<file path="config.mk">
export PLATFORM = sky130hd
export DESIGN_NAME = lspc_front
export DESIGN_NICKNAME = d
export VERILOG_FILES = /design/src/design/assert_macros.svh /design/src/design/lspc_pkg.sv /design/src/design/lspc_front.sv
export SDC_FILE = /design/constraint.sdc
export NUM_CORES = 1
export LEC_CHECK = 0
export ABC_AREA = 0
export BUFFER_PORTS_ARGS = -buffer_cell sky130_fd_sc_hd__buf_4
export CAP_MARGIN = 20
export CELL_PAD_IN_SITES_DETAIL_PLACEMENT = 1
export CELL_PAD_IN_SITES_GLOBAL_PLACEMENT = 2
export CORE_MARGIN = 1
export CORE_UTILIZATION = 43
export DETAILED_ROUTE_END_ITERATION = 8
export PLACE_DENSITY = 0.84
export SKIP_CTS_REPAIR_TIMING = 1
export SYNTH_ARGS = -nofsm -noshare
export SYNTH_HDL_FRONTEND = slang
export SYNTH_SLANG_ARGS = --single-unit
</file>
<file path="constraint.sdc">
create_clock -name aclk -period 9.57 [get_ports aclk]
set_input_delay 1.4355 -clock aclk [delete_from_list [all_inputs] [get_ports aclk]]
set_output_delay 1.4355 -clock aclk [all_outputs]
set_load 0.02 [all_outputs]
</file>
<file path="src/design/assert_macros.svh">
// ----------------------------------------------------------------------------
// assert_macros.svh
// Concurrent assertion helpers for the RTL.
// ----------------------------------------------------------------------------
`ifndef ASSERT_MACROS_SVH
`define ASSERT_MACROS_SVH

// property must hold at every clock edge outside reset
`define ASSERT_ALWAYS(label, clk, rstn, prop) \
    label: assert property (@(posedge clk) disable iff (!rstn) (prop)) \
        else $error("assertion failed");

// consequent must hold whenever the antecedent holds
`define ASSERT_IMPLY(label, clk, rstn, ante, cons) \
    label: assert property (@(posedge clk) disable iff (!rstn) (ante) |-> (cons)) \
        else $error("assertion failed");

`endif

</file>
<file path="src/design/lspc_pkg.sv">
// ----------------------------------------------------------------------------
// lspc_pkg
// Shared types, widths and constants of the laser scan polar-to-cartesian
// converter.
// ----------------------------------------------------------------------------
package lspc_pkg;

    localparam int RANGE_W  = 16;
    localparam int ANGLE_W  = 16;
    localparam int POINT_W  = 17;
    localparam int BEAM_W   = 12;
    localparam int CFG_W    = 16;
    localparam int CFG_ADDR_W = 2;

    localparam int GAIN_W   = 30;
    localparam int PROD_W   = RANGE_W + GAIN_W;
    localparam int X_W      = 36;
    localparam int Z_W      = 34;
    localparam int ATAN_W   = 30;
    localparam int ATAN_LEN = 24;

    localparam int MAX_BEAMS_DEF     = 4096;
    localparam int CORDIC_STAGES_DEF = 16;

    // CORDIC gain compensation, Q30
    localparam logic [GAIN_W-1:0] GAIN_Q30 = 30'd652032874;

    localparam logic signed [POINT_W-1:0] POINT_MAX = 17'sd65535;
    localparam logic signed [POINT_W-1:0] POINT_MIN = -17'sd65535;

    typedef enum logic [CFG_ADDR_W-1:0] {
        CFG_START_ANGLE = 2'd0,
        CFG_ANGLE_STEP  = 2'd1,
        CFG_MAX_RANGE   = 2'd2
    } cfg_reg_t;

    typedef struct packed {
        logic signed [X_W-1:0] x;
        logic signed [X_W-1:0] y;
        logic signed [Z_W-1:0] z;
    } vec_t;

    typedef struct packed {
        logic [RANGE_W-1:0] range;
        logic [ANGLE_W-1:0] angle;
        logic [BEAM_W-1:0]  number;
    } beam_t;

    // arctan(2^-i) in units of 2^32 per turn
    function automatic logic [ATAN_W-1:0] atan_val(input int unsigned i);
        logic [ATAN_W-1:0] v;
        case (i)
            0:  v = 30'd536870912;
            1:  v = 30'd316933406;
            2:  v = 30'd167458907;
            3:  v = 30'd85004756;
            4:  v = 30'd42667331;
            5:  v = 30'd21354465;
            6:  v = 30'd10680862;
            7:  v = 30'd5341269;
            8:  v = 30'd2670675;
            9:  v = 30'd1335087;
            10: v = 30'd667544;
            11: v = 30'd333772;
            12: v = 30'd166886;
            13: v = 30'd83443;
            14: v = 30'd41722;
            15: v = 30'd20861;
            16: v = 30'd10430;
            17: v = 30'd5215;
            18: v = 30'd2608;
            19: v = 30'd1304;
            20: v = 30'd652;
            21: v = 30'd326;
            22: v = 30'd163;
            23: v = 30'd81;
            default: v = '0;
        endcase
        return v;
    endfunction

endpackage

</file>
<file path="src/design/lspc_front.sv">
// ----------------------------------------------------------------------------
// lspc_front
// Beam index and angle tracking, range filter, gain multiply and quadrant
// fold. Two register stages feeding the first CORDIC cell.
// ----------------------------------------------------------------------------
module lspc_front #(
    parameter int BEAM_LIMIT = lspc_pkg::MAX_BEAMS_DEF - 1
) (
    input  logic                            aclk,
    input  logic                            aresetn,
    input  logic                            adv,
    input  logic                            accept,
    input  logic [lspc_pkg::RANGE_W-1:0]    range_mm,
    input  logic                            range_finite,
    input  logic                            scan_start,
    input  logic                            cfg_wr_en,
    input  logic [lspc_pkg::CFG_ADDR_W-1:0] cfg_addr,
    input  logic [lspc_pkg::CFG_W-1:0]      cfg_wdata,
    output logic                            out_valid,
    output lspc_pkg::vec_t                  out_vec,
    output lspc_pkg::beam_t                 out_beam
);

    localparam logic [lspc_pkg::BEAM_W-1:0] LIMIT = lspc_pkg::BEAM_W'(BEAM_LIMIT);

    logic [lspc_pkg::ANGLE_W-1:0] start_angle_reg;
    logic [lspc_pkg::ANGLE_W-1:0] angle_step_reg;
    logic [lspc_pkg::RANGE_W-1:0] max_range_reg;
    logic [lspc_pkg::ANGLE_W-1:0] acc_reg, acc_next;
    logic [lspc_pkg::BEAM_W-1:0]  cnt_reg, cnt_next;

    logic [lspc_pkg::BEAM_W-1:0]  idx;
    logic [lspc_pkg::ANGLE_W-1:0] off;
    logic [lspc_pkg::ANGLE_W-1:0] ang;
    logic                         flip;
    logic                         keep;
    logic signed [lspc_pkg::ANGLE_W-1:0] res_ang;

    // stage A
    logic                          a_valid_reg;
    logic [lspc_pkg::PROD_W-1:0]   a_prod_reg;
    logic                          a_flip_reg;
    logic signed [lspc_pkg::Z_W-1:0] a_z_reg;
    lspc_pkg::beam_t               a_beam_reg;

    // stage B
    logic                          b_valid_reg;
    lspc_pkg::vec_t                b_vec_reg;
    lspc_pkg::beam_t               b_beam_reg;

    logic signed [lspc_pkg::X_W-1:0] x0;

    always_comb begin
        idx  = scan_start ? '0 : cnt_reg;
        off  = scan_start ? '0 : acc_reg;
        ang  = start_angle_reg + off;
        flip = ang[15] ^ ang[14];
        res_ang = {ang[15] ^ flip, ang[14:0]};
        keep = range_finite && (range_mm < max_range_reg);
        if (idx < LIMIT) begin
            cnt_next = idx + 1'b1;
            acc_next = off + angle_step_reg;
        end else begin
            cnt_next = idx;
            acc_next = off;
        end
        x0 = lspc_pkg::X_W'(a_prod_reg[lspc_pkg::PROD_W-1:14]);
        if (a_flip_reg) begin
            x0 = -x0;
        end
    end

    always_ff @(posedge aclk) begin
        if (!aresetn) begin
            start_angle_reg <= '0;
            angle_step_reg  <= '0;
            max_range_reg   <= '1;
            acc_reg         <= '0;
            cnt_reg         <= '0;
            a_valid_reg     <= 1'b0;
            b_valid_reg     <= 1'b0;
        end else begin
            if (cfg_wr_en) begin
                unique case (cfg_addr)
                    lspc_pkg::CFG_START_ANGLE: start_angle_reg <= cfg_wdata;
                    lspc_pkg::CFG_ANGLE_STEP:  angle_step_reg  <= cfg_wdata;
                    lspc_pkg::CFG_MAX_RANGE:   max_range_reg   <= cfg_wdata;
                    default: ;
                endcase
            end
            if (accept) begin
                acc_reg <= acc_next;
                cnt_reg <= cnt_next;
            end
            if (adv) begin
                a_valid_reg <= accept && keep;
                b_valid_reg <= a_valid_reg;
            end
        end
    end

    always_ff @(posedge aclk) begin
        if (adv) begin
            a_prod_reg        <= lspc_pkg::PROD_W'(range_mm)
                                 * lspc_pkg::PROD_W'(lspc_pkg::GAIN_Q30);
            a_flip_reg        <= flip;
            a_z_reg           <= {{(lspc_pkg::Z_W - lspc_pkg::ANGLE_W - 16)
                                   {res_ang[lspc_pkg::ANGLE_W-1]}}, res_ang, 16'd0};
            a_beam_reg.range  <= range_mm;
            a_beam_reg.angle  <= ang;
            a_beam_reg.number <= idx;
            b_vec_reg.x       <= x0;
            b_vec_reg.y       <= '0;
            b_vec_reg.z       <= a_z_reg;
            b_beam_reg        <= a_beam_reg;
        end
    end

    assign out_valid = b_valid_reg;
    assign out_vec   = b_vec_reg;
    assign out_beam  = b_beam_reg;

endmodule

</file>
==> flow_summary.ini <==
[timing]
slew_headroom_pct = 44.16
fmax_ghz = 0.1349
setup_violations = 0
hold_viol_final = 0
skew_ps = 15.23
min_period_over_period_pct = 77.47
worst_pin_slew_ps = 835.6
grt_setup_unrepaired = no
period_minus_slack_ps = 7414
slew_violations = 0
whs_ps = 418.3
fin_tns_setup_ps = 0

[critical_path]
crit_family = adder cells
cp_max_fo = 11
worstSetupPathType = in2reg
r2r-end = out_vec[100]$_DFFE_PP_
crit_path_top_delay_cell = ha_1
r2r_cells = 8
cp.required_ps = 9970
arrival_ps = 7820
path_cells = buf_4 -> ha_1 -> xor2_1 -> ha_1 -> a21oi_1 -> fa_1 -> inv_1 -> fa_1 -> fa_1 -> inv_1 -> fa_1 -> inv_1 -> ha_1 -> and3_1 -> nand2_1 -> or3_1 -> or3_1 -> and3_1 -> o21ai_0 -> a211oi_1 -> nor3_1
endpoint_kind = flip-flop
critical_path.max_stage_delay_ps = 580
reg2reg_slack_ps = 5740
regToRegStartpoint = a_prod_reg[19]$_DFFE_PP_
startpoint_type = primary input
critPathBufInv = 4
cp_common_cell = fa_1

[final_layout]
seq_area_mm2 = 0.006336
final_nets = 2308
fillers = 4623
layout_commonest_cell = inv_1
area_delta_synth_final_pct = 12.34
drive_gt1_share_pct = 11.03
final_cell_mix = inv_1 (306), ha_1 (208), fa_1 (173)
multi_input_area_mm2 = 0.01066

[synthesis]
ys_seq_area_share_pct = 34.08
synth.top_cell.area_share_pct = 25.68
synth.mux.area_fraction_pct = 0.1750
synthDistinctLibCells = 62
syn_inst = 1760
synth_xor_area_share_pct = 4.476
synth-compound-area-share_pct = 9.571
synth_edf_count = 159
synth-simple-area-share_pct = 9.410
syn_area_per_cell_um2 = 10.56
syn_area_mm2 = 0.01859
ys_ff_latch = 237
synthArstFlopShare_pct = 0
synth_top_family_by_area = adder cells
yosys.area.top_type = edfxtp_1
synth_area_leaders = edfxtp_1 (26%), fa_1 (19%), ha_1 (14%)
synthAdderAreaFrac_pct = 32.63
yosysWarningCount = 0
synthFlopType = edfxtp_1

[detailed_routing]
first_pass_iters = 5
drtAntennaViolNets = 0
drc_errors = 0
viasPerCell = 5.072
dr_total_vias = 12589
wl_mm = 48.22
wl_per_cell_um = 19.43
first_iter_violations = 513

[min_path]
min_path_type = reg2reg
hold_depth = 0
min_to = out_beam[30]$_DFFE_PP_
hold_start = a_beam_reg[30]$_DFFE_PP_

[global_route]
grt_usage_pct = 22.39
grt_pass1_vias = 13446
antenna_found_initial = 1
gr-total-overflow = 0
grt_first_pass_wirelength_mm = 76.05
grt_max_degree = 64

[power]
pwr-share-seq_pct = 19.3
p_leak_nw = 9.760
switching_share_pct = 46.58
ir_worst_vdd_mv = 0.4141
power_switching_w = 0.004048
p_clk_share_pct = 11.7
combinationalPowerShare_pct = 69.0
totalPowerFinal_w = 0.008689
power-per-cell-area_mw_per_mm2 = 416.1
p_int_w = 0.004641

[job]
drv_cap = 0

[floorplan]
io_pins = 192
initial_core_util_pct = 43.92
rows = 75
die_y_um = 209.9
die-area_mm2 = 0.04407
die_w_um = 209.9
coreArea_mm2 = 0.04232

[clocking]
cts.clk_slew.worst_paths_ps = 60
root_buffer = clkbuf_16
cts_sinks = 237
cts_tree = built
cts_max_level = 1
cts_buffers = 28
insertion_delay_ps = 580
clk_path_buf_depth = 3

[placement]
gp_congestion = 0.9074
portBuffers = 139
dpl.hpwl_mm = 39.01

[run_status]
status = finished, final reports clean
worst max path at each step:
stage	start	end	slack (ps)	cells past startpoint
detailed placement	range_mm[13]	a_prod_reg[38]$_DFFE_PP_	1610	21
floorplan	range_mm[13]	a_prod_reg[39]$_DFFE_PP_	2630	20
global route	range_mm[13]	a_prod_reg[38]$_DFFE_PP_	1920	21
finish	range_mm[13]	a_prod_reg[38]$_DFFE_PP_	2160	21
global placement	range_mm[13]	a_prod_reg[39]$_DFFE_PP_	1750	21
CTS	range_mm[13]	a_prod_reg[38]$_DFFE_PP_	2240	21
layout make-up:
| class | count | area share, % |
|---|---|---|
| Sequential cell | 237 | 30.34 |
| Clock inverter | 11 | 0.5752 |
| Multi-Input combinational cell | 1166 | 51.04 |
| Inverter | 306 | 5.500 |
| Timing Repair Buffer | 147 | 5.512 |
| Antenna cell | 1 | 0.01198 |
| Tap cell | 577 | 3.457 |
| Clock buffer | 37 | 3.565 |
kinds of logic (layout without fill, tap and decap cells):
group / after synthesis / after routing
buf+inv: 408 / 501
fa+ha+maj: 381 / 381
simple gates: 355 / 355
compound gates: 280 / 280
flops: 237 / 237
xor+xnor: 95 / 95
mux: 3 / 3
other cells: 1 / 53
routing by layer:
metal,wire length [um],GRT usage [%],up-vias
met5,18,0,-
met4,685,4.354,2
met3,2251,3.935,49
met2,22020,35.27,227
met1,23250,32.41,6299
li1,-,-,6012
power groups by stage:
stage,logic (W),registers (W),clock network [W]
2_1_floorplan,0.00426,0.00175,0
3_3_place_gp,0.00579,0.00169,0
5_1_grt,0.00671,0.00170,0.00108
4_1_cts,0.00604,0.00168,0.00105
3_5_place_dp,0.00597,0.00170,0
6_report,0.00599,0.00168,0.00102
per-stage QoR:
stage               cell area, um^2  setup WS [ps]  cells  utilization [%]
finish                        20880           2156   2482            49.35
global route                  20880           1916   2481            49.34
CTS                           20820           2245   2478            49.18
detailed placement            19950           1614   2430            47.14
global placement              19950           1749   2430            47.14
floorplan                     18780           2627   1811                -
synth_stat cells (6+ instances only):
library cell    n
a211oi_1       11
nand2b_1       13
nand2_1       151
and3_1         12
or4_1           9
o31ai_1         9
buf_4          69
a31oi_1         9
nand3_1        24
nor3_1         19
xnor2_1        67
or2_2           9
nand4_1         7
dfxtp_1        78
nor2b_1        29
or3_1           9
o211ai_1       21
and2_1          6
inv_1         306
fa_1          173
ha_1          208
xor2_1         28
o21a_1          7
nor2_1         44
a21o_1         38
a21oi_1        95
o21bai_1        7
edfxtp_1      159
o41ai_1         8
o21ai_0        48
clkbuf_1       30
(Power assumes the default switching activity.)
