## src/design/assert_macros.svh

```systemverilog
// ----------------------------------------------------------------------------
// assert_macros.svh
// Concurrent assertion helpers for the RTL.
// ----------------------------------------------------------------------------
`ifndef ASSERT_MACROS_SVH
`define ASSERT_MACROS_SVH

// property must hold at every clock edge outside reset
`define ASSERT_ALWAYS(label, clk, rstn, prop) \
    label: assert property (@(posedge clk) disable iff (!rstn) (prop)) \
        else $error("assertion failed");

// consequent must hold whenever the antecedent holds
`define ASSERT_IMPLY(label, clk, rstn, ante, cons) \
    label: assert property (@(posedge clk) disable iff (!rstn) (ante) |-> (cons)) \
        else $error("assertion failed");

`endif

```

## src/design/lspc_pkg.sv

```systemverilog
// ----------------------------------------------------------------------------
// lspc_pkg
// Shared types, widths and constants of the laser scan polar-to-cartesian
// converter.
// ----------------------------------------------------------------------------
package lspc_pkg;

    localparam int RANGE_W  = 16;
    localparam int ANGLE_W  = 16;
    localparam int POINT_W  = 17;
    localparam int BEAM_W   = 12;
    localparam int CFG_W    = 16;
    localparam int CFG_ADDR_W = 2;

    localparam int GAIN_W   = 30;
    localparam int PROD_W   = RANGE_W + GAIN_W;
    localparam int X_W      = 36;
    localparam int Z_W      = 34;
    localparam int ATAN_W   = 30;
    localparam int ATAN_LEN = 24;

    localparam int MAX_BEAMS_DEF     = 4096;
    localparam int CORDIC_STAGES_DEF = 16;

    // CORDIC gain compensation, Q30
    localparam logic [GAIN_W-1:0] GAIN_Q30 = 30'd652032874;

    localparam logic signed [POINT_W-1:0] POINT_MAX = 17'sd65535;
    localparam logic signed [POINT_W-1:0] POINT_MIN = -17'sd65535;

    typedef enum logic [CFG_ADDR_W-1:0] {
        CFG_START_ANGLE = 2'd0,
        CFG_ANGLE_STEP  = 2'd1,
        CFG_MAX_RANGE   = 2'd2
    } cfg_reg_t;

    typedef struct packed {
        logic signed [X_W-1:0] x;
        logic signed [X_W-1:0] y;
        logic signed [Z_W-1:0] z;
    } vec_t;

    typedef struct packed {
        logic [RANGE_W-1:0] range;
        logic [ANGLE_W-1:0] angle;
        logic [BEAM_W-1:0]  number;
    } beam_t;

    // arctan(2^-i) in units of 2^32 per turn
    function automatic logic [ATAN_W-1:0] atan_val(input int unsigned i);
        logic [ATAN_W-1:0] v;
        case (i)
            0:  v = 30'd536870912;
            1:  v = 30'd316933406;
            2:  v = 30'd167458907;
            3:  v = 30'd85004756;
            4:  v = 30'd42667331;
            5:  v = 30'd21354465;
            6:  v = 30'd10680862;
            7:  v = 30'd5341269;
            8:  v = 30'd2670675;
            9:  v = 30'd1335087;
            10: v = 30'd667544;
            11: v = 30'd333772;
            12: v = 30'd166886;
            13: v = 30'd83443;
            14: v = 30'd41722;
            15: v = 30'd20861;
            16: v = 30'd10430;
            17: v = 30'd5215;
            18: v = 30'd2608;
            19: v = 30'd1304;
            20: v = 30'd652;
            21: v = 30'd326;
            22: v = 30'd163;
            23: v = 30'd81;
            default: v = '0;
        endcase
        return v;
    endfunction

endpackage

```

## src/design/lspc_cell.sv

```systemverilog
// ----------------------------------------------------------------------------
// lspc_cell
// One rotation-mode CORDIC iteration with its own register stage.
// ----------------------------------------------------------------------------
module lspc_cell #(
    parameter int SHIFT = 0
) (
    input  logic            aclk,
    input  logic            aresetn,
    input  logic            adv,
    input  logic            in_valid,
    input  lspc_pkg::vec_t  in_vec,
    input  lspc_pkg::beam_t in_beam,
    output logic            out_valid,
    output lspc_pkg::vec_t  out_vec,
    output lspc_pkg::beam_t out_beam
);

    localparam logic signed [lspc_pkg::Z_W-1:0] ATAN =
        lspc_pkg::Z_W'(lspc_pkg::atan_val(SHIFT));

    logic            valid_reg;
    lspc_pkg::vec_t  vec_reg, vec_next;
    lspc_pkg::beam_t beam_reg;

    logic signed [lspc_pkg::X_W-1:0] xs, ys;

    always_comb begin
        xs = in_vec.x >>> SHIFT;
        ys = in_vec.y >>> SHIFT;
        if (in_vec.z[lspc_pkg::Z_W-1]) begin
            vec_next.x = in_vec.x + ys;
            vec_next.y = in_vec.y - xs;
            vec_next.z = in_vec.z + ATAN;
        end else begin
            vec_next.x = in_vec.x - ys;
            vec_next.y = in_vec.y + xs;
            vec_next.z = in_vec.z - ATAN;
        end
    end

    always_ff @(posedge aclk) begin
        if (!aresetn) begin
            valid_reg <= 1'b0;
        end else if (adv) begin
            valid_reg <= in_valid;
        end
    end

    always_ff @(posedge aclk) begin
        if (adv) begin
            vec_reg  <= vec_next;
            beam_reg <= in_beam;
        end
    end

    assign out_valid = valid_reg;
    assign out_vec   = vec_reg;
    assign out_beam  = beam_reg;

endmodule

```

## config.mk

```make
export PLATFORM = sky130hd
export DESIGN_NAME = lspc_cell
export DESIGN_NICKNAME = d
export VERILOG_FILES = /design/src/design/assert_macros.svh /design/src/design/lspc_pkg.sv /design/src/design/lspc_cell.sv
export SDC_FILE = /design/constraint.sdc
export NUM_CORES = 1
export LEC_CHECK = 0
export ABC_AREA = 1
export ABC_CLOCK_PERIOD_IN_PS = 2000
export BUFFER_PORTS_ARGS = -buffer_cell sky130_fd_sc_hd__buf_4
export CORE_MARGIN = 5
export CORE_UTILIZATION = 25
export DETAILED_ROUTE_END_ITERATION = 12
export PLACE_DENSITY_LB_ADDON = 0.3
export SYNTH_ARGS = -nofsm -noshare
export SYNTH_HDL_FRONTEND = slang
export SYNTH_SLANG_ARGS = --single-unit
```

## constraint.sdc

```tcl
create_clock -name aclk -period 2 [get_ports aclk]
set_input_delay 0.1 -clock aclk [delete_from_list [all_inputs] [get_ports aclk]]
set_output_delay 0.1 -clock aclk [all_outputs]
set_load 0.005 [all_outputs]
```

==> impl_results.md, run 1 <==
* FF+latch count, synth at 150
* Crit path max fanout at 8
* Yosys top cell area share at 35.25%
* Core area at 0.05017 mm^2
* Seq/Total Area, Yosys at 35.41%
* Io pins at 305
* Synthesis-to-layout area growth at 53.31%
* Area leader, netlist: edfxtp_1
* Die area at 0.05538 mm^2
* Worst-margin pin slew at 513.9 ps
* Final hold vios at 0
* Wire length per cell at 17.33 um
* TritonCTS clock tree: done
* Commonest non-fill, non-tap cells in the layout: buf_4, nand2_1, inv_1
* Top cells by area, synth: edfxtp_1, nand2_1, ha_1
* Total Nets Final at 2699
* Syn Area/Cell at 7.220 um^2
* WL final at 54.05 mm
* Total track usage at 18.94%
* First-pass GRT wire length at 81.33 mm
* Sink Count at 150
* Vias per Instance at 4.462
* Status: complete, no violations
* DR pass1 iterations at 6
* Number of synthesized flops with an enable pin at 149
* Routability cong. at 0.9416
* Number of global-route vias before repair at 13.94k
* Row count at 82
* Unrepaired setup endpoints after global routing: false
* Final-report setup violation count at 0
* Max Slew Vio Count at 0
* Dpl cell area at 0.01799 mm^2
* N_diodes at 0
* Maxcap violations at 0
* Worst Path Class, Setup: in2reg
* CP startpoint kind: input port
* Number of I/O port buffers at 304
* Chip width at 235.3 um
* Leak pwr at 9.900 nW
* CTS root buf: clkbuf_16
* CTS buffer count at 17
* DR DRC count at 0
* CTS H-Tree Depth at 4
* Fin Clk Skew at 0 ps
* Main synth FF type: edfxtp_1
* Largest net degree at the start of global routing at 81
* Commonest non-fill, non-tap cell in the layout: buf_4
* Fmax at 536.0 MHz
* Slew headroom at 65.74%
* Synthesized instance count at 1758
* Initial antenna violation count at 1
* Post-route ant nets at 0
* Final Cell Area at 0.01946 mm^2
* VDD IR-drop max at 518.1 uV
* Worst-Skew Late Latency at 450 ps
* Worst Path Required at 2180 ps
* Final setup TNS at 0 ps
* Mapped Area at 0.01269 mm^2
* Final core utilization at 38.79%
* Power Total at 12.33 mW
* Post-layout min period at 1866 ps
* Warnings from Yosys at 0
* CP arrival at 2050 ps
* Period utilisation layout at 93.28%
* Power Dens Cells at 633.6 mW/mm^2
* Hold WS at 31.50 ps
* Syn nets at 2024
* Initial Util at 25.30%
* Yosys cell types at 44
* Detailed placement HPWL at 45.44 mm
* Drt first-iter violations at 1086
* Clock transition at path regs at 70 ps
* Die height at 235.3 um
* Vias at 13.91k
* Hold Path Class: in2reg
* Ys async rst share at 0%
* Overflow after GRT at 0
* CP Capture Type: flip-flop
* CTS max path bufs at 2
* Fraction of layout cells with a size suffix above 1 at 29.72%
[critical path: stages]
cell and delay [ps]:
buf_4 120, ha_1 520, nand2_1 180, buf_4 170, nor2_2 90, inv_1 120
nor3_2 280, nand2_1 140, nand2_1 100, nand2_1 50, nand3_1 70, nand2_1 120
[registers in the layout, summed over array words and instances (netlist names)]
signal and cells:
out_beam 44, out_valid 1, out_vec 105
[layer usage]
layer  track usage [%]  vias to the layer above  wire (um)
li1                  -                     6983          -
met1             25.95                     6438      25370
met2             31.59                      441      24810
met3             2.718                       50       2761
met4             4.838                        2       1098
met5                 0                        -         14
[through the flow]
stage | instances | worst slack [ps]
2_1_floorplan | 1758 | 201.9
3_3_place_gp | 3010 | -415.2
3_5_place_dp | 3010 | -428.9
4_1_cts | 3118 | 72.52
5_1_grt | 3118 | 11.49
6_report | 3118 | 134.5
[cells by family after synthesis]
| group | share of synthesized area, % |
|---|---|
| AO/OA/AOI/OAI | 10.24 |
| XOR/XNOR | 2.415 |
| adder cells (fa/ha/maj) | 11.28 |
| buffers and inverters | 11.38 |
| flip-flops | 35.41 |
| multiplexers | 0.07887 |
| AND/OR/NAND/NOR | 29.20 |
[Yosys cell counts (2+ instances only)]
cell type and number:
ha_1 108, clkbuf_8 3, inv_1 288, and2_1 7, a21oi_2 4, o21bai_1 17, nand2_1 522, nand4_1 10
a31oi_1 2, nand3_1 159, clkbuf_1 5, nand2_2 15, o21ai_2 5, buf_2 8, o21a_1 2, o21ai_1 7
a21oi_1 118, fa_1 4, nor2_2 16, o22ai_1 4, xor2_1 35, nand3b_1 3, nand3_2 2, nor2_1 124
nor3_2 3, inv_2 6, or2_0 2, edfxtp_1 149, buf_4 24, nor3_1 8, buf_1 3, buf_6 4
o21ai_0 80
[what timing repair did]
| item | CTS | global route |
|---|---|---|
| gates resized for setup | 0 | 14 |
| hold buffers | 76 | 0 |
| setup endpoints to repair | 0 | 19 |
| buffers inserted | 0 | 0 |
| hold endpoints to repair | 76 | 0 |
[worst paths after layout]
check,from,end,slack (ps),cells after the start
min,in_vec[30],out_vec[30],30,2
max reg2reg,out_valid,out_valid,810,3
min reg2reg,out_valid,out_valid,1110,3
max,in_vec[87],out_vec[62],130,12
[area by class of cell]
cell class / count / area, um^2
fillers: 5194 / 30710
multi-input cells: 1266 / 6799
repair buffers: 703 / 5559
flip-flops and latches: 150 / 4494
inverters: 295 / 1107
well taps: 672 / 840.8
clock buffers: 17 / 425.4
clock inverters: 15 / 232.7
[where the power goes]
group	internal [mW]	switching, mW	leakage (nW)
clock	2.15	1.57	0.320
sequential	3.90	0.137	1.47
combinational	2.10	2.47	8.11
total	8.15	4.18	9.90
No activity file was read; power rests on OpenSTA's default activity.
==> inputs of run 2 (changes only) <==
--- a/config.mk
+++ b/config.mk
@@ -8,6 +8,7 @@
 export ABC_AREA = 1
 export ABC_CLOCK_PERIOD_IN_PS = 2000
 export BUFFER_PORTS_ARGS = -buffer_cell sky130_fd_sc_hd__buf_4
+export CORE_ASPECT_RATIO = 1.75
 export CORE_MARGIN = 5
 export CORE_UTILIZATION = 25
 export DETAILED_ROUTE_END_ITERATION = 12
==> run 2 against run 1 <==
Effect of this change:
- first-iteration DRC count down 31%
- global-route usage rose by 1.2 points
- non-clock buffer count shrank 26
- critical path type unchanged
- critical endpoint is now out_vec[104]
- largest cell class unchanged
==> impl_results.md, run 2 (synthesized netlist as in run 1, its figures left out) <==
* FILL cells at 5327
* Post-layout min period at 1919 ps
* Critical R2R Launch: out_valid
* Chip width at 180.3 um
* VDD IR-drop max at 422.8 uV
* CTS buffer count at 17
* DR pass1 iterations at 6
* Max Slew Vio Count at 0
* Die height at 308.1 um
* Worst Path Required at 2210 ps
* Die area at 0.05555 mm^2
* Period utilisation layout at 95.97%
* Total track usage at 20.16%
* Clock transition at path regs at 80 ps
* Sink Count at 150
* Drt first-iter violations at 754
* CP startpoint kind: input port
* Initial antenna violation count at 0
* Overflow after GRT at 0
* Worst-Skew Late Latency at 450 ps
* Vias per Instance at 4.539
* Share of total power in sequential cells at 33.9%
* Io pins at 305
* Worst Path Class, Setup: in2reg
* Routability cong. at 0.9775
* Post-CTS Setup Inserts at 0
* WL final at 57.84 mm
* Fmax at 521.0 MHz
* Hold_sp: in_vec[70]
* Core area at 0.05046 mm^2
* CTS H-Tree Depth at 4
* Fraction of layout cells with a size suffix above 1 at 28.72%
* Number of I/O port buffers at 304
* Detailed placement HPWL at 48.87 mm
* Commonest non-fill, non-tap cell in the layout: buf_4
* Row count at 109
* Unrepaired setup endpoints after global routing: false
* Fin cells at 3086
* Crit-path leading delay family: simple AND/OR/NAND/NOR gates
* TritonCTS clock tree: done
* Initial Util at 25.15%
* Crit-path cells: buf_4, inv_1, ha_1, buf_4, nand2_1, nor2_1, nand2_1, inv_1, nand2_1, nor3_2, nor2_1, nand2_1, nand2_1, nand3_1, nand2_1
* Sw Ratio at 35.18%
* CP Capture Type: flip-flop
* Wire length per cell at 18.74 um
* Clk network pwr share at 28.0%
* Hold Path Class: in2reg
* Critical Path Start: in_vec[61]
* CTS max path bufs at 2
* Max reg flops at 105
* Total Nets Final at 2673
* Largest net degree at the start of global routing at 80
* CP max-delay cell: ha_1
* Number of instances in the placed design at 2977
* Fin Clk Skew at 0 ps
* Crit-path most repeated cell: nand2_1
* CTS root buf: clkbuf_16
* Commonest non-fill, non-tap cells in the layout: buf_4, nand2_1, inv_1
* DR DRC count at 0
* Status: complete, no violations
* Final hold vios at 0
* Synthesis-to-layout area growth at 51.58%
* Maxcap violations at 0
* N_diodes at 0
* First-pass GRT wire length at 85.01 mm
* Worst Path Buf+Inv at 4
* Leak pwr at 9.750 nW
* Slew headroom at 63.01%
* Number of global-route vias before repair at 14.65k
* P_sw at 4.215 mW
* Crit path max fanout at 6
* Vias at 14.01k
* Power Dens Cells at 622.7 mW/mm^2
* Post-route ant nets at 0
* CP arrival at 2130 ps
* Final-report setup violation count at 0
* Worst-margin pin slew at 554.8 ps
* Pint at 7.765 mW
* Power Total at 11.98 mW
* Crit-path max cell delay at 500 ps
* Comb pwr share at 38.1%
## run 2: worst min-delay path, stage by stage
cell	delay (ps)
buf_4	90
ha_1	110
inv_1	30
## run 2: power groups by stage
stage	clock, mW	sequential [mW]	combinational (mW)
floorplan	0	4.10	1.89
global placement	0	4.14	4.39
detailed placement	0	4.14	4.43
CTS	3.45	4.08	4.58
global route	3.54	4.10	4.97
finish	3.35	4.06	4.56
## run 2: what timing repair did
item	in CTS	in global routing
endpoints found under the hold margin	76	0
hold buffers	77	0
endpoints found under the setup margin	0	8
resized for setup	0	11
## run 2: cell type report
class	instances	area (um^2)	share of cell area [%]
repair buffers	677	5441	28.28
multi-input cells	1266	6784	35.26
inverters	295	1107	5.756
well taps	666	833.3	4.331
clock buffers	19	442.9	2.302
flip-flops and latches	150	4494	23.36
clock inverters	13	135.1	0.7024
## run 2: final timing paths
kind	endpoint	slack (ps)	cells after the start
setup reg to reg	out_valid	810	3
hold reg to reg	out_valid	1110	3
hold / removal	out_vec[70]	50	3
setup / recovery	out_vec[104]	80	15
## run 2: through the flow
| stage | utilization, % | worst slack (ps) | setup TNS [ps] | hold slack (ps) | cell area [um^2] |
|---|---|---|---|---|---|
| after floorplan | - | 201.9 | 0 | 193.5 | 12690 |
| after global placement | 35.39 | -421.8 | -13840 | 278.8 | 17860 |
| after detailed placement | 35.39 | -402.3 | -14740 | 279.4 | 17860 |
| after CTS | 38.07 | 81.50 | 0 | 15.25 | 19210 |
| after global routing | 38.13 | 5.895 | 0 | 46.52 | 19240 |
| final | 38.13 | 80.66 | 0 | 46.11 | 19240 |
## run 2: layer usage
layer	global-route usage, %	wire, um
met5	0	0
met4	16.77	5484
met3	2.596	1807
met2	39.34	31440
met1	18.14	19110
